## config.mk

```make
export PLATFORM = sky130hd
export DESIGN_NAME = utf8_validating_string_splice_top
export DESIGN_NICKNAME = d
export VERILOG_FILES = /design/src/rtl/u8splice_pkg.sv /design/src/rtl/utf8_validating_string_splice_top.sv
export SDC_FILE = /design/constraint.sdc
export NUM_CORES = 1
export LEC_CHECK = 0
export ABC_AREA = 0
export BUFFER_PORTS_ARGS = -buffer_cell sky130_fd_sc_hd__buf_4
export CAP_MARGIN = 20
export CORE_ASPECT_RATIO = 0.9
export CORE_MARGIN = 8
export CORE_UTILIZATION = 40
export CTS_CLUSTER_SIZE = 10
export DETAILED_ROUTE_END_ITERATION = 10
export SYNTH_ARGS = -nofsm -noshare
export SYNTH_HDL_FRONTEND = slang
export SYNTH_SLANG_ARGS = --single-unit
```

## constraint.sdc

```tcl
create_clock -name aclk -period 5.08 [get_ports aclk]
set_input_delay 1.27 -clock aclk [delete_from_list [all_inputs] [get_ports aclk]]
set_output_delay 1.27 -clock aclk [all_outputs]
set_load 0.05 [all_outputs]
```

## src/rtl/u8splice_pkg.sv

```systemverilog
`timescale 1ns / 1ps
// Package for the UTF-8 validating string splice block.
// Holds byte class constants, register indexes and channel widths; no dependencies.
package u8splice_pkg;

    // Channel widths
    localparam int S_TDATA_W   = 8;
    localparam int S_TUSER_W   = 1;
    localparam int CHAR_W      = 17;
    localparam int M_TDATA_W   = 32;
    localparam int M_TUSER_W   = 3;
    localparam int CFG_DATA_W  = 64;

    // Character counter saturation value
    localparam logic [CHAR_W-1:0] CHAR_MAX_COUNT = 17'h1FFFF;

    // Configuration register indexes
    typedef enum logic [0:0] {
        REG_START_POSITION = 1'b0,
        REG_SPAN_LENGTH    = 1'b1
    } cfg_reg_t;

    // Selector carried in s_tuser
    typedef enum logic [0:0] {
        OP_VALUE       = 1'b0,
        OP_REPLACEMENT = 1'b1
    } op_t;

    // Byte class limits
    localparam logic [7:0] CONT_MASK   = 8'hC0;
    localparam logic [7:0] CONT_TAG    = 8'h80;
    localparam logic [7:0] LEAD2_LO    = 8'hC2;
    localparam logic [7:0] LEAD2_HI    = 8'hDF;
    localparam logic [7:0] LEAD3_LO    = 8'hE0;
    localparam logic [7:0] LEAD3_HI    = 8'hEF;
    localparam logic [7:0] LEAD4_LO    = 8'hF0;
    localparam logic [7:0] LEAD4_HI    = 8'hF4;
    localparam logic [7:0] LEAD_SURR   = 8'hED;
    // Second byte limits for the overlong, surrogate and range rules
    localparam logic [7:0] E0_MIN      = 8'hA0;
    localparam logic [7:0] ED_MAX      = 8'h9F;
    localparam logic [7:0] F0_MIN      = 8'h90;
    localparam logic [7:0] F4_MAX      = 8'h8F;

endpackage

```

## src/rtl/utf8_validating_string_splice_top.sv

```systemverilog
`timescale 1ns / 1ps
// Top level of the UTF-8 validating string splice block.
// Depends on u8splice_pkg.
//
// Takes one byte per cycle, back to back, while m_tready is high, and returns
// one marked byte per input byte in the next cycle. Decode, validation and span
// compare sit between the input handshake and a single output register;
// s_tready is high whenever that register is empty or being emptied, so the
// sustained rate is one item per clock while m_tready stays high. Value bytes
// (s_tuser = 0) are marked kept, dropped or insert-before; replacement bytes
// (s_tuser = 1) are always kept. bad_utf8 is meaningful only on items with
// m_tlast set; a job that reports it must be discarded. Configuration writes
// must only be made while no item is in flight; the block does not hold them off.
module utf8_validating_string_splice_top
    import u8splice_pkg::*;
(
    input  logic                  aclk,
    input  logic                  aresetn,
    // configuration write port
    input  logic                  cfg_wr_en,
    input  logic [0:0]            cfg_index,
    input  logic [CFG_DATA_W-1:0] cfg_wdata,
    // input channel
    input  logic                  s_tvalid,
    output logic                  s_tready,
    input  logic [S_TDATA_W-1:0]  s_tdata,   // [7:0] data_byte
    input  logic [S_TUSER_W-1:0]  s_tuser,   // [0] op
    input  logic                  s_tlast,   // last
    // result channel
    output logic                  m_tvalid,
    input  logic                  m_tready,
    output logic [M_TDATA_W-1:0]  m_tdata,   // [7:0] out_byte, [24:8] char_index, [31:25] zero
    output logic [M_TUSER_W-1:0]  m_tuser,   // [0] keep, [1] insert_before, [2] bad_utf8
    output logic                  m_tlast    // string_done
);

    // Configuration: start position kept as zero-based position plus a flag
    logic [CFG_DATA_W-1:0] pos_reg, pos_next;
    logic                  pos_ok_reg, pos_ok_next;
    logic [CFG_DATA_W-1:0] span_reg, span_next;

    // Decode state
    logic [1:0]        pending_reg, pending_next;
    logic [7:0]        lead_reg, lead_next;
    logic [1:0]        tailpos_reg, tailpos_next;
    logic [CHAR_W-1:0] count_reg, count_next;
    logic              err_reg, err_next;

    // Output register
    logic                 m_tvalid_reg, m_tvalid_next;
    logic [M_TDATA_W-1:0] m_tdata_reg, m_tdata_next;
    logic [M_TUSER_W-1:0] m_tuser_reg, m_tuser_next;
    logic                 m_tlast_reg, m_tlast_next;

    logic       accept;
    logic [7:0] b;
    logic       is_lead;
    logic       advance;
    logic       done_bad;
    logic       before_start;
    logic       before_end;
    logic       in_span;
    logic       insert_pt;
    logic [CFG_DATA_W:0] span_end;

    assign s_tready = !m_tvalid_reg || m_tready;
    assign accept   = s_tvalid && s_tready;
    assign b        = s_tdata;
    assign is_lead  = (pending_reg == 2'd0);

    // Configuration writes
    always_comb begin
        pos_next    = pos_reg;
        pos_ok_next = pos_ok_reg;
        span_next   = span_reg;
        if (cfg_wr_en) begin
            case (cfg_reg_t'(cfg_index))
                REG_START_POSITION: begin
                    pos_next    = cfg_wdata - CFG_DATA_W'(1);
                    pos_ok_next = !cfg_wdata[CFG_DATA_W-1] && (cfg_wdata != '0);
                end
                REG_SPAN_LENGTH: span_next = cfg_wdata;
                default: ;
            endcase
        end
    end

    // UTF-8 decode and validation
    always_comb begin
        pending_next = pending_reg;
        lead_next    = lead_reg;
        tailpos_next = tailpos_reg;
        err_next     = err_reg;
        advance      = 1'b0;
        if (is_lead) begin
            if (!b[7]) begin
                advance = 1'b1;
            end else if (b >= LEAD2_LO && b <= LEAD2_HI) begin
                pending_next = 2'd1;
            end else if (b >= LEAD3_LO && b <= LEAD3_HI) begin
                pending_next = 2'd2;
            end else if (b >= LEAD4_LO && b <= LEAD4_HI) begin
                pending_next = 2'd3;
            end else begin
                advance  = 1'b1;
                err_next = 1'b1;
            end
            if (!advance) begin
                lead_next    = b;
                tailpos_next = 2'd0;
            end
        end else begin
            if ((b & CONT_MASK) != CONT_TAG) err_next = 1'b1;
            // second byte range rules
            if (tailpos_reg == 2'd0) begin
                if (lead_reg == LEAD3_LO  && b < E0_MIN) err_next = 1'b1;
                if (lead_reg == LEAD_SURR && b > ED_MAX) err_next = 1'b1;
                if (lead_reg == LEAD4_LO  && b < F0_MIN) err_next = 1'b1;
                if (lead_reg == LEAD4_HI  && b > F4_MAX) err_next = 1'b1;
            end
            tailpos_next = tailpos_reg + 2'd1;
            pending_next = pending_reg - 2'd1;
            advance      = (pending_reg == 2'd1);
        end

        count_next = count_reg;
        if (advance && count_reg != CHAR_MAX_COUNT) count_next = count_reg + CHAR_W'(1);

        // end of string: truncation check, then clear
        done_bad = 1'b0;
        if (s_tlast) begin
            if (pending_next != 2'd0) err_next = 1'b1;
            done_bad     = err_next;
            pending_next = 2'd0;
            lead_next    = 8'd0;
            tailpos_next = 2'd0;
            count_next   = '0;
            err_next     = 1'b0;
        end
    end

    // Span compare against the current character index
    always_comb begin
        span_end     = {1'b0, pos_reg} + {1'b0, span_reg};
        before_start = (pos_reg[CFG_DATA_W-1:CHAR_W] != '0) || (count_reg < pos_reg[CHAR_W-1:0]);
        before_end   = (span_end[CFG_DATA_W:CHAR_W] != '0) || (count_reg < span_end[CHAR_W-1:0]);
        in_span      = pos_ok_reg && !before_start && (span_reg[CFG_DATA_W-1] || before_end);
        insert_pt    = pos_ok_reg && is_lead && (pos_reg[CFG_DATA_W-1:CHAR_W] == '0)
                       && (count_reg == pos_reg[CHAR_W-1:0]);
    end

    // Result register load
    always_comb begin
        m_tvalid_next = m_tvalid_reg;
        m_tdata_next  = m_tdata_reg;
        m_tuser_next  = m_tuser_reg;
        m_tlast_next  = m_tlast_reg;
        if (m_tready) m_tvalid_next = 1'b0;
        if (accept) begin
            m_tvalid_next = 1'b1;
            m_tdata_next  = {(M_TDATA_W-CHAR_W-8)'(0), count_reg, b};
            m_tlast_next  = s_tlast;
            if (op_t'(s_tuser[0]) == OP_VALUE) begin
                m_tuser_next = {done_bad, insert_pt, !in_span};
            end else begin
                m_tuser_next = {done_bad, 1'b0, 1'b1};
            end
        end
    end

    always_ff @(posedge aclk) begin
        if (!aresetn) begin
            pos_reg      <= '0;
            pos_ok_reg   <= 1'b1;
            span_reg     <= '0;
            pending_reg  <= 2'd0;
            lead_reg     <= 8'd0;
            tailpos_reg  <= 2'd0;
            count_reg    <= '0;
            err_reg      <= 1'b0;
            m_tvalid_reg <= 1'b0;
        end else begin
            pos_reg      <= pos_next;
            pos_ok_reg   <= pos_ok_next;
            span_reg     <= span_next;
            m_tvalid_reg <= m_tvalid_next;
            if (accept) begin
                pending_reg <= pending_next;
                lead_reg    <= lead_next;
                tailpos_reg <= tailpos_next;
                count_reg   <= count_next;
                err_reg     <= err_next;
            end
        end
    end

    // Payload holds no reset
    always_ff @(posedge aclk) begin
        m_tdata_reg <= m_tdata_next;
        m_tuser_reg <= m_tuser_next;
        m_tlast_reg <= m_tlast_next;
    end

    assign m_tvalid = m_tvalid_reg;
    assign m_tdata  = m_tdata_reg;
    assign m_tuser  = m_tuser_reg;
    assign m_tlast  = m_tlast_reg;

endmodule

```

* Word-level counts from Yosys, hierarchy flattened
Cells that the tools add are included.
** Storage, ports and cells
- Register bits after elaboration :: 189
- Latch bits :: 0
- Memory bits (writable) :: 0
- Memory bits (read-only) :: 0
- Input bits :: 80
- Output and inout port bits :: 38
- Word-level logic and storage cells :: 115
- Memories :: 0
** Operators by class
- Add/subtract/negate cells :: 5
- $mul :: 0
- Divide/modulo/power cells :: 0
- Order comparisons :: 12
- Equal/unequal tests :: 10
- Shift operators :: 0
- Muxes and demuxes :: 36
- Bitwise gates (word level) :: 1
- Reduce and logical (&&, ||, !) cells :: 38
** Operators with widths (number)
- adder 64 x 64 -> 65 bit :: 1
- nonzero test 64 bit :: 1
- subtractor 64 x 1 -> 64 bit, second input constant :: 1
- nonzero test 48 bit :: 1
- zero test 47 bit :: 1
- nonzero test 47 bit :: 1
- < comparator 17 bit :: 2
- two-way mux 17 bit :: 2
- equality test 8 bit, second input constant :: 4
- greater-or-equal comparator 8 bit, second input constant :: 3
- less-or-equal comparator 8 bit, second input constant :: 3
- two-way mux 8 bit :: 3
- two-way mux 1 bit :: 22
- two-way mux 2 bit :: 9
- adder 17 x 1 -> 17 bit, second input constant :: 1
- equality test 17 bit :: 1
- != test 17 bit, second input constant :: 1
- greater-than comparator 8 bit, second input constant :: 2
- < comparator 8 bit, second input constant :: 2
- logical AND 1 bit :: 15
- AND reduction 2 bit :: 4
- nonzero test 2 bit :: 4
- zero test 1 bit :: 4
- zero test 2 bit :: 2
- other kinds (8) :: 12

* Logic depth before layout (Yosys ltp)
Gate-level depths: netlist of the first run.
- Depth after elaboration :: 11
- Mapped depth :: 20
- Gate-level depth less buffers :: 20

* Worst setup path before layout of the first run
OpenSTA, ideal clock, no wires.
- Kind :: in2reg
- Start :: in cfg_wdata[0]
- End :: reg pos_reg[62]
- Library setup time :: 0.091 ns
- Arrival :: 3.977 ns
- Data required time :: 4.989 ns
- Path slack :: 1.012 ns
- Stages :: 12
- Buffers on the path :: 1
- Cell sequence :: inv_1 > ha_1 > nor3b_1 > and3_1 > and2_1 > clkbuf_1 > nand3_1 > nor2_1 > nand3_1 > or4b_1 > or3_1 > a311oi_1
** On the way
- Word-level cells in the longest chain between the ends :: 1
** Ends and longest elaborated chain
- start, declared :: line utf8_validating_string_splice_top.sv:22 : input logic [CFG_DATA_W-1:0] cfg_wdata,
- subtractor 64 x 1 -> 64 bit :: line utf8_validating_string_splice_top.sv:79 : pos_next = cfg_wdata - CFG_DATA_W'(1);
- end signal, assigned :: line utf8_validating_string_splice_top.sv:183 : pos_reg <= pos_next;
- end, declared :: line utf8_validating_string_splice_top.sv:38 : logic [CFG_DATA_W-1:0] pos_reg, pos_next;
No other way between the ends.
A chain may end at the register's enable or synchronous reset.

* Worst setup path after layout of the first run
- Start :: reg pos_reg[0]
- End :: reg m_tuser_reg[0], in the netlist m_tuser[0], data pin
** On the way
- Word-level cells in the longest chain between the ends :: 6
- Elaborated cells between the ends (all ways) :: 11
- Classes of those cells :: 1 x add/sub; 2 x order compare; 8 x reduce/logical
** Ends and longest elaborated chain
- adder 64 x 64 -> 65 bit or < comparator 17 bit (tied branches) :: line utf8_validating_string_splice_top.sv:144, utf8_validating_string_splice_top.sv:145
- < comparator 17 bit, or another cell as far along :: line utf8_validating_string_splice_top.sv:146 : before_end = (span_end[CFG_DATA_W:CHAR_W] != '0) || (count_reg < span_end[CHAR_W-1:0]);
- logical OR 1 bit or zero test 1 bit (tied branches) :: line utf8_validating_string_splice_top.sv:146, utf8_validating_string_splice_top.sv:147
- logical OR 1 bit or logical AND 1 bit (tied branches) :: line utf8_validating_string_splice_top.sv:147 : in_span = pos_ok_reg && !before_start && (span_reg[CFG_DATA_W-1] || before_end);
- logical AND 1 bit (*) :: line utf8_validating_string_splice_top.sv:147
- zero test 1 bit (*) :: line utf8_validating_string_splice_top.sv:164 : m_tuser_next = {done_bad, insert_pt, !in_span};
- end signal, assigned :: line utf8_validating_string_splice_top.sv:200 : m_tuser_reg <= m_tuser_next;
- end, declared :: line utf8_validating_string_splice_top.sv:52 : logic [M_TUSER_W-1:0] m_tuser_reg, m_tuser_next;
Mark *: on every way between the ends. The rest lies on a longest branch, timed or not.

==> reports/metrics.csv, run 1 <==
stage,metric,value,unit
yosys,Synth Instances,1614,
sta,# setup viols final,0,
yosys,Seq cells post-synth,189,
clock_network,Num CTS Buffers,17,
sta,slew margin rel.,0.323,
yosys,Async SR Flop Fraction,0,
sta,max-slew violation count,0,
place,cell area after placement,0.0139,mm²
run_status,status,"finished, final reports clean",
floorplanning,# rows,62,
global_routing,largest net degree at the start of global routing,95,
flow_run,max-cap viol count,0,
clock_network,worst skew pair latency,0.45,ns
min_path,HP Class,reg2reg,
floorplanning,initial core utilization,0.402,
clock_network,CTS Buffer Depth,2,
global_routing,antenna violations before repair,3,
global_routing,grt total ovfl,0,
worst_setup_path,crit path DAT,4.96,ns
yosys,Syn Std Cell Area,0.0127,mm²
worst_setup_path,"slowest stage delay, CP",0.38,ns
place,gpl congestion,0.946,
clock_network,CTS tree,yes,
worst_setup_path,worst path cell trace,"ha_1, inv_1, fa_1, nand2b_1, a21oi_1, o2111a_1, nor2_1, and2_1, o21ai_0, xnor2_1, ha_1, and4_1, o211ai_1, o21ai_0, nor4b_1, nand3_1, nor4_1, nand4_1, o41ai_2",
layout,"commonest non-fill, non-tap cell in the layout",nand2_1,
routing,WL/cell,18.3,µm
power_and_ir_drop,P_leak,0.00564,µW
worst_setup_path,Critical Setup Path Class,reg2reg,
worst_setup_path,Critical path origin,pos_reg[0],
yosys,YS warnings,0,
min_path,Worst Hold Depth,2,
clock_network,H-tree depth,4,
yosys,Unique masters post-synth,82,
sta,Tmin final,4.69,ns
routing,TritonRoute pass-1 iters,5,
yosys,"Avg Cell Area, Syn",7.88,µm²
place,# port buffers,110,
routing,drt via density,5.70,
routing,Via Count,12100,
worst_setup_path,CP Launch Type,flip-flop,
clock_network,postcts setup bufs,0,
yosys,main flop type after synthesis,dfxtp_1,
floorplanning,die height,185,µm
worst_setup_path,cell family with most CP delay,simple AND/OR/NAND/NOR gates,
yosys,"Seq/Total Area, Yosys",0.320,
sta,worst-margin pin slew,1.01,ns
layout,Area growth syn-to-layout,14.2,%
yosys,Simple-Gate Fraction of Synth Area,0.238,
yosys,Compound-Gate Fraction of Synth Area,0.226,
worst_setup_path,"Req. time, crit path",5.36,ns
layout,Final Non-Filler Cells,2120,
routing,Final ANT Viol Nets,0,
power_and_ir_drop,P_sw,1200,µW
power_and_ir_drop,VDD IR max,243,µV
yosys,mux share of post-synthesis cell area,0.00324,
sta,Worst Skew,0.00897,ns
worst_setup_path,reg2reg path depth,19,
clock_network,# hold bufs at CTS,0,
global_routing,Overall Global Routing Usage,0.202,
worst_setup_path,CP Capture Type,flip-flop,
layout,layout net count,1872,
sta,Tcrit/Tclk final,0.923,
routing,initial DRC count,875,
min_path,hold_sp,span_reg[20],
layout,share of cells above drive strength 1,0.110,
sta,Hold WS,0.460,ns
power_and_ir_drop,Clk network pwr share,0.367,
yosys,post-synthesis xor/xnor area fraction,0.0736,
clock_network,clk root buf,clkbuf_16,
place,Final HPWL DP,30200,µm
floorplanning,Die ar.,0.0378,mm²
layout,post-route cell area,0.0145,mm²
worst_setup_path,Worst path slowest cell,dfxtp_1,
clock_network,PostCTS Resize Cnt,0,
floorplanning,I/O pin total,118,
place,Inst Count DP,2087,
sta,final setup TNS,0,ns
routing,# DRC,0,
power_and_ir_drop,sequential power share,0.437,
worst_setup_path,Crit path depth,19,
floorplanning,Die W,204,µm
layout,most frequent cells in the layout,"232 x nand2_1, 185 x nor2_1, 160 x dfxtp_1",
global_routing,vias in the first global route,11400,
power_and_ir_drop,Sw Share,0.318,
worst_setup_path,reg2reg start,pos_reg[0],
global_routing,first-pass GRT wire length,61700,µm
layout,# fillers,3187,
yosys,Post-synth EDFFs,29,
clock_network,clk sink count,189,
routing,final WL,38700,µm
yosys,adder-cell area share of the yosys netlist,0.101,
worst_setup_path,WP buf/inv,1,
power_and_ir_drop,P_int,2570,µW
sta,RSZ-0062 raised after global routing,false,
worst_setup_path,worst-path fanout max,3,
sta,fmax,213,MHz
clock_network,clk slew on worst S/H paths,0.08,ns
floorplanning,core area,0.0317,mm²
power_and_ir_drop,Pwr Density,259,mW/mm²
sta,final hold vios,0,
power_and_ir_drop,combinational power share,0.196,
yosys,main combinational cell family by area after synthesis,simple AND/OR/NAND/NOR gates,
synth_stat cells, drive strengths merged, types with 11 or more instances:
master,instances,area [µm²]
nand2,233,875
nor2,185,694
dfxtp,160,3200
a21oi,156,785
ha,101,1260
clkbuf,67,251
a211oi,64,480
o21ai,57,285
xnor2,56,490
xor2,51,447
nor3,45,230
inv,41,154
nand4,40,256
edfxtp,29,871
nor4,29,188
a21o,28,210
nand3,28,140
nand2b,18,113
or3,18,118
o21a,17,128
a311oi,13,114
a31oi,13,81.3
buf,12,73.8
o31ai,11,92.6
or4,11,82.6
power by group through the flow:
| stage | Clock [µW] | Combinational (µW) | Sequential, µW |
|---|---|---|---|
| after floorplan | 0 | 455 | 1700 |
| after global placement | 0 | 725 | 1680 |
| after detailed placement | 0 | 729 | 1680 |
| after CTS | 1420 | 733 | 1650 |
| after global routing | 1480 | 813 | 1660 |
| final | 1380 | 738 | 1650 |
tightest hold or removal path, cell delays in order, from the launching register on:
cell and delay [ns]:
dfxtp_1 0.31, nand2_1 0.05, a21oi_1 0.05
routing by layer:
metal	vias to the layer above	GRT usage	share of wire
met5	-	0	0.00034
met4	2	0.0662	0.024
met3	57	0.0425	0.057
met2	328	0.304	0.43
met1	5673	0.284	0.49
li1	6018	-	-
worst paths after layout:
check                 end  slack, ns
min          span_reg[20]       0.46
max reg2reg    m_tuser[0]       0.39
min reg2reg  span_reg[20]       0.46
max            m_tuser[0]       0.39
through the flow:
stage / util / worst slack, ns / power (µW)
floorplan: - / 1.01 / 2160
global placement: 0.440 / 0.485 / 2400
detailed placement: 0.440 / 0.417 / 2410
CTS: 0.459 / 0.381 / 3800
global route: 0.459 / 0.0674 / 3950
finish: 0.459 / 0.391 / 3770
cell type report:
type,count,area [µm²],area share
well taps,416,520,0.0358
repair buffers,130,976,0.0671
diodes,1,2.50,0.000172
inverters,41,156,0.0108
clock inverters,15,178,0.0122
clock buffers,17,425,0.0293
flip-flops and latches,189,4070,0.280
multi-input cells,1311,8210,0.564
logic make-up (layout without fill, tap and decap cells):
group | count (synthesis) | in the layout
muxes | 4 | 4
AOI/OAI and AO/OA | 439 | 439
buffers and inverters | 120 | 203
other | 1 | 8
xor gates and xnor gates | 107 | 107
DFF | 189 | 189
and+or+nand+nor | 652 | 652
adders and majority gates | 102 | 102
Note: power is estimated with default switching activity, not from simulation.
==> run 2, diff against run 1 <==
==> constraint.sdc (replaced) <==
create_clock -name aclk -period 5.08 [get_ports aclk]
set_input_delay 0.254 -clock aclk [delete_from_list [all_inputs] [get_ports aclk]]
set_output_delay 0.254 -clock aclk [all_outputs]
set_load 0.05 [all_outputs]
==> run 2 against run 1 <==
Wire length is 1.7% lower. Core utilization hardly changed. Setup slack better by 0.19 ns. Register-to-register slack better by 0.19 ns. Power is 1.0% higher. Critical endpoint unchanged.
==> reports/metrics.csv, run 2 (same netlist as run 1, synthesis figures left out) <==
stage,metric,value,unit,change
worst_setup_path,cell family with most CP delay,simple AND/OR/NAND/NOR gates,,
clock_network,postcts setup bufs,0,,unchanged
layout,# fillers,3183,,-0.13%
worst_setup_path,worst path cell trace,"ha_1, inv_1, fa_1, nand2b_1, a21oi_1, o2111a_1, nor2_1, and2_1, o21ai_0, xnor2_1, ha_1, and4_1, o211ai_1, o21ai_0, nor4b_1, nand3_1, nor4_1, nand4_1, o41ai_2",,
sta,max-slew violation count,0,,unchanged
sta,final setup TNS,0,ns,unchanged
clock_network,CTS tree,yes,,
global_routing,Overall Global Routing Usage,0.199,,-0.00325
floorplanning,Die ar.,0.0378,mm²,unchanged
global_routing,grt total ovfl,0,,unchanged
routing,initial DRC count,824,,-5.8%
clock_network,PostCTS Resize Cnt,0,,unchanged
layout,utilization after layout,0.459,,about the same
worst_setup_path,CP Capture Type,flip-flop,,
power_and_ir_drop,P_leak,0.00563,µW,-0.18%
clock_network,clk root buf,clkbuf_16,,
worst_setup_path,Critical Setup Path Class,reg2reg,,
layout,Area growth syn-to-layout,14.2,%,about the same
power_and_ir_drop,combinational power share,0.193,,-0.003
routing,Final ANT Viol Nets,0,,unchanged
worst_setup_path,Worst path slowest cell,fa_1,,
floorplanning,Die W,204,µm,unchanged
sta,Tmin final,4.50,ns,-0.194 ns
power_and_ir_drop,P_sw,1210,µW,+0.61%
min_path,HP Class,in2reg,,
routing,WL/cell,18.0,µm,-1.5%
worst_setup_path,crit path DAT,4.76,ns,-0.20 ns
sta,RSZ-0062 raised after global routing,false,,
floorplanning,initial core utilization,0.402,,unchanged
clock_network,clk slew on worst S/H paths,0.08,ns,about the same
flow_run,max-cap viol count,0,,unchanged
clock_network,CTS Buffer Depth,2,,unchanged
power_and_ir_drop,Pwr Density,262,mW/mm²,+1.1%
power_and_ir_drop,VDD IR max,221,µV,-9.1%
global_routing,largest net degree at the start of global routing,87,,-8.4%
floorplanning,die height,185,µm,unchanged
clock_network,worst skew pair latency,0.45,ns,about the same
place,DP Worst Slack,0.605,ns,+0.187 ns
worst_setup_path,WP buf/inv,1,,unchanged
worst_setup_path,"slowest stage delay, CP",0.40,ns,+0.02 ns
floorplanning,# rows,62,,unchanged
place,Final HPWL DP,29400,µm,-2.7%
routing,# DRC,0,,unchanged
routing,TritonRoute pass-1 iters,5,,unchanged
power_and_ir_drop,Clk network pwr share,0.374,,+0.007
worst_setup_path,CP Launch Type,flip-flop,,
layout,"commonest non-fill, non-tap cell in the layout",nand2_1,,
layout,most frequent cells in the layout,"232 x nand2_1, 185 x nor2_1, 160 x dfxtp_1",,
layout,share of cells above drive strength 1,0.105,,-0.00504
sta,fmax,222,MHz,+4.3%
power_and_ir_drop,Sw Share,0.317,,-0.00134
floorplanning,core area,0.0317,mm²,unchanged
sta,Setup WS post-layout,0.585,ns,+0.194 ns
worst_setup_path,"Req. time, crit path",5.35,ns,about the same
sta,Tcrit/Tclk final,0.885,,-0.0382
layout,layout net count,1868,,-0.21%
sta,slew margin rel.,0.244,,-0.0791
layout,antenna cell count,0,,-1
global_routing,antenna violations before repair,2,,-1
place,gpl congestion,0.959,,+1.4%
routing,final WL,38000,µm,-1.7%
place,# port buffers,110,,unchanged
floorplanning,I/O pin total,118,,unchanged
sta,final hold vios,0,,unchanged
sta,# setup viols final,0,,unchanged
global_routing,vias in the first global route,11400,,+0.21%
run_status,status,"finished, final reports clean",,
routing,drt via density,5.67,,-0.42%
clock_network,Num CTS Buffers,17,,unchanged
clock_network,H-tree depth,4,,unchanged
power_and_ir_drop,P_int,2600,µW,+1.2%
sta,Worst Skew,0.00955,ns,+0.000575 ns
clock_network,clk sink count,189,,unchanged
worst_setup_path,worst-path fanout max,3,,unchanged
power_and_ir_drop,sequential power share,0.433,,-0.004
sta,worst-margin pin slew,1.12,ns,+0.118 ns
routing,Via Count,12000,,-0.65%
clock_network,# hold bufs at CTS,5,,+5
global_routing,first-pass GRT wire length,61100,µm,-0.92%
-- run 2: changes by cell type in the layout (fill, tap and decap cells not counted), sizes merged --
cell         before  now
buf             130  121
dlygate4sd3       0    5
clkbuf           17   19
clkinv            5    4
clkinvlp          1    0
diode             1    0
-- run 2: worst register-to-register path, stage by stage (launching register included) --
cell and delay, ns:
dfxtp_1 0.37, ha_1 0.20, inv_1 0.06, fa_1 0.40
nand2b_1 0.18, a21oi_1 0.22, o2111a_1 0.29, nor2_1 0.07
and2_1 0.19, o21ai_0 0.21, xnor2_1 0.10, ha_1 0.29
and4_1 0.21, o211ai_1 0.08, o21ai_0 0.20, nor4b_1 0.36
nand3_1 0.12, nor4_1 0.27, nand4_1 0.19, o41ai_2 0.33
-- run 2: final cells by class --
cell class              count  area [µm²]  share of cell area
inverters                  41         156              0.0108
well taps                 416         520              0.0358
repair buffers            126         956              0.0658
flip-flops and latches    189        4070               0.280
multi-input cells        1311        8210               0.565
clock buffers              19         454              0.0313
clock inverters            13         168              0.0115
-- run 2: power groups by stage --
stage	Sequential [µW]	Combinational [µW]	Clock (µW)
6_report	1650	734	1420
5_1_grt	1660	812	1510
4_1_cts	1650	729	1460
3_5_place_dp	1680	722	0
3_3_place_gp	1680	720	0
2_1_floorplan	1700	455	0
-- run 2: per-stage QoR --
stage | area, µm² | total power [µW] | hold WS [ns] | instances
finish | 14500 | 3810 | 0.0302 | 2115
detailed placement | 13900 | 2400 | 0.453 | 2078
global route | 14500 | 3980 | 0.0193 | 2115
floorplan | 12700 | 2160 | 0.316 | 1620
CTS | 14500 | 3830 | 0.0106 | 2115
global placement | 13900 | 2400 | 0.450 | 2077
-- run 2: worst paths after layout --
kind                                    from            to  slack [ns]  cells after the start
worst max register to register    pos_reg[0]    m_tuser[0]        0.58                     19
worst min-delay path                 aresetn    pos_ok_reg        0.03                      2
worst max-delay path              pos_reg[0]    m_tuser[0]        0.58                     19
worst min register to register  span_reg[26]  span_reg[26]        0.46                      2
-- run 2: layer usage --
layer,vias up,routed length (µm),track usage
li1,6034,-,-
met5,-,13,0
met4,2,803,0.0604
met3,54,2380,0.0439
met2,346,16100,0.301
met1,5563,18800,0.278
==> run 3, diff against run 2 <==
--- a/config.mk
+++ b/config.mk
@@ -6,13 +6,15 @@
 export NUM_CORES = 1
 export LEC_CHECK = 0
 export ABC_AREA = 0
-export BUFFER_PORTS_ARGS = -buffer_cell sky130_fd_sc_hd__buf_4
 export CAP_MARGIN = 20
 export CORE_ASPECT_RATIO = 0.9
 export CORE_MARGIN = 8
 export CORE_UTILIZATION = 40
 export CTS_CLUSTER_SIZE = 10
 export DETAILED_ROUTE_END_ITERATION = 10
+export DONT_BUFFER_PORTS = 1
+export PLACE_DENSITY_LB_ADDON = 0.25
+export SKIP_LAST_GASP = 1
 export SYNTH_ARGS = -nofsm -noshare
 export SYNTH_HDL_FRONTEND = slang
 export SYNTH_SLANG_ARGS = --single-unit
==> run 3 against run 2 <==
Clock-buffer cell count down 2. Die area unchanged. Non-clock buffer count down 39. Core utilization down 0.35 points. Highest routed layer is now met4.
==> reports/metrics.csv, run 3 (same netlist as run 1, synthesis figures left out) <==
stage,metric,value,unit,change
sta,# setup viols final,0,,unchanged
place,# port buffers,0,,-100%
min_path,HP Class,in2reg,,
layout,most frequent cells in the layout,"232 x nand2_1, 185 x nor2_1, 160 x dfxtp_1",,
clock_network,worst skew pair latency,0.45,ns,about the same
power_and_ir_drop,P_sw,1200,µW,-0.26%
worst_setup_path,CP Capture Type,flip-flop,,
layout,Multi-input gate area,0.00821,mm²,unchanged
place,Final HPWL DP,29600,µm,+0.65%
global_routing,antenna violations before repair,1,,-1
clock_network,clk slew on worst S/H paths,0.08,ns,about the same
global_routing,vias in the first global route,11300,,-0.39%
routing,final WL,39800,µm,+4.5%
worst_setup_path,Critical Setup Path Class,reg2reg,,
layout,post-route cell area,0.0144,mm²,-0.77%
routing,# DRC,0,,unchanged
floorplanning,Die W,204,µm,unchanged
power_and_ir_drop,sequential power share,0.450,,+0.017
floorplanning,core area,0.0317,mm²,unchanged
floorplanning,# rows,62,,unchanged
global_routing,first-pass GRT wire length,63800,µm,+4.3%
power_and_ir_drop,combinational power share,0.172,,-0.021
place,gpl congestion,0.940,,-2.0%
run_status,status,"finished, final reports clean",,
layout,layout net count,1829,,-2.1%
flow_run,max-cap viol count,0,,unchanged
power_and_ir_drop,P_int,2560,µW,-1.5%
global_routing,grt total ovfl,0,,unchanged
worst_setup_path,R2R Setup Slk,0.52,ns,-0.06 ns
sta,Worst Skew,0.0177,ns,+0.00816 ns
worst_setup_path,"Req. time, crit path",5.34,ns,about the same
clock_network,# hold bufs at CTS,75,,+70
layout,# fillers,3185,,+0.063%
sta,final hold vios,0,,unchanged
layout,antenna cell count,0,,unchanged
power_and_ir_drop,Pwr Density,261,mW/mm²,-0.34%
clock_network,Num CTS Buffers,17,,unchanged
power_and_ir_drop,VDD IR max,239,µV,+8.2%
clock_network,clk sink count,189,,unchanged
sta,final setup TNS,0,ns,unchanged
clock_network,PostCTS Resize Cnt,0,,unchanged
sta,RSZ-0062 raised after global routing,false,,
layout,"commonest non-fill, non-tap cell in the layout",nand2_1,,
floorplanning,die height,185,µm,unchanged
routing,Via Count,12000,,+0.18%
routing,TritonRoute pass-1 iters,5,,unchanged
worst_setup_path,crit path DAT,4.81,ns,+0.05 ns
layout,share of cells above drive strength 1,0.0416,,-0.0632
sta,max-slew violation count,0,,unchanged
floorplanning,Die ar.,0.0378,mm²,unchanged
routing,Final ANT Viol Nets,0,,unchanged
floorplanning,I/O pin total,118,,unchanged
clock_network,clk root buf,clkbuf_16,,
sta,Tmin final,4.56,ns,+0.0603 ns
routing,drt via density,5.79,,+2.1%
layout,storage element area,0.00407,mm²,unchanged
power_and_ir_drop,Sw Share,0.320,,+0.00271
global_routing,Overall Global Routing Usage,0.209,,+0.0100
sta,Tcrit/Tclk final,0.897,,+0.0119
worst_setup_path,CP Launch Type,flip-flop,,
sta,worst-margin pin slew,0.988,ns,-0.135 ns
power_and_ir_drop,P_leak,0.00539,µW,-4.2%
routing,initial DRC count,881,,+6.9%
clock_network,postcts setup bufs,0,,unchanged
layout,utilization after layout,0.456,,-0.00352
layout,Area growth syn-to-layout,13.3,%,
sta,fmax,220,MHz,-1.3%
worst_setup_path,worst-path fanout max,3,,unchanged
power_and_ir_drop,Clk network pwr share,0.378,,+0.004
place,cell area after placement,0.0130,mm²,-5.9%
clock_network,CTS Buffer Depth,2,,unchanged
routing,WL/cell,19.1,µm,+6.5%
sta,slew margin rel.,0.335,,+0.0911
clock_network,H-tree depth,4,,unchanged
clock_network,CTS tree,yes,,
floorplanning,initial core utilization,0.402,,unchanged
global_routing,largest net degree at the start of global routing,79,,-9.2%
[run 3: cell count changes in the layout (fill, tap and decap cells not counted), sizes merged]
cell,change
clkinv,+4
inv,-2
buf,-109
dlygate4sd3,+70
clkbuf,-2
[run 3: cell type report]
type	count	area share
Clock buffer	17	0.0295
Clock inverter	15	0.0139
Inverter	41	0.0108
Multi-Input combinational cell	1311	0.569
Tap cell	416	0.0361
Sequential cell	189	0.282
Timing Repair Buffer	87	0.0583
[run 3: through the flow]
step | std cells | power (µW) | worst slack [ns] | hold WS [ns]
2_1_floorplan | 1620 | 2160 | 1.34 | 0.316
3_3_place_gp | 1969 | 2300 | 0.706 | 0.322
4_1_cts | 2076 | 3790 | 0.524 | 0.000360
5_1_grt | 2076 | 3940 | 0.211 | 0.00546
6_report | 2076 | 3760 | 0.525 | 0.0190
3_5_place_dp | 1969 | 2310 | 0.567 | 0.322
[run 3: worst paths after layout]
kind,start,to,cells after the start
max,pos_reg[0],m_tuser[0],19
min,cfg_wdata[36],pos_reg[36],2
min reg2reg,span_reg[18],span_reg[18],2
max reg2reg,pos_reg[0],m_tuser[0],19
[run 3: routing by layer]
metal | track usage | wire length, µm | up-vias
met5 | 0 | 0 | -
met4 | 0.0495 | 539 | 0
met3 | 0.0367 | 2380 | 38
met2 | 0.324 | 17400 | 365
met1 | 0.297 | 19400 | 5684
li1 | - | - | 5934
[run 3: power groups by stage]
stage          sequential [µW]  clock [µW]  combinational, µW
6_report                  1690        1420                648
5_1_grt                   1700        1520                720
4_1_cts                   1690        1460                643
3_5_place_dp              1730           0                581
3_3_place_gp              1720           0                578
2_1_floorplan             1700           0                455
[run 3: worst max-delay path, stage by stage (launching register included)]
cell and delay, ns:
dfxtp_1 0.36, ha_1 0.19, inv_1 0.06, fa_1 0.39, nand2b_1 0.17, a21oi_1 0.22
o2111a_1 0.31, nor2_1 0.08, and2_1 0.20, o21ai_0 0.21, xnor2_1 0.10, ha_1 0.30
and4_1 0.23, o211ai_1 0.08, o21ai_0 0.17, nor4b_1 0.36, nand3_1 0.14, nor4_1 0.25
nand4_1 0.20, o41ai_2 0.35
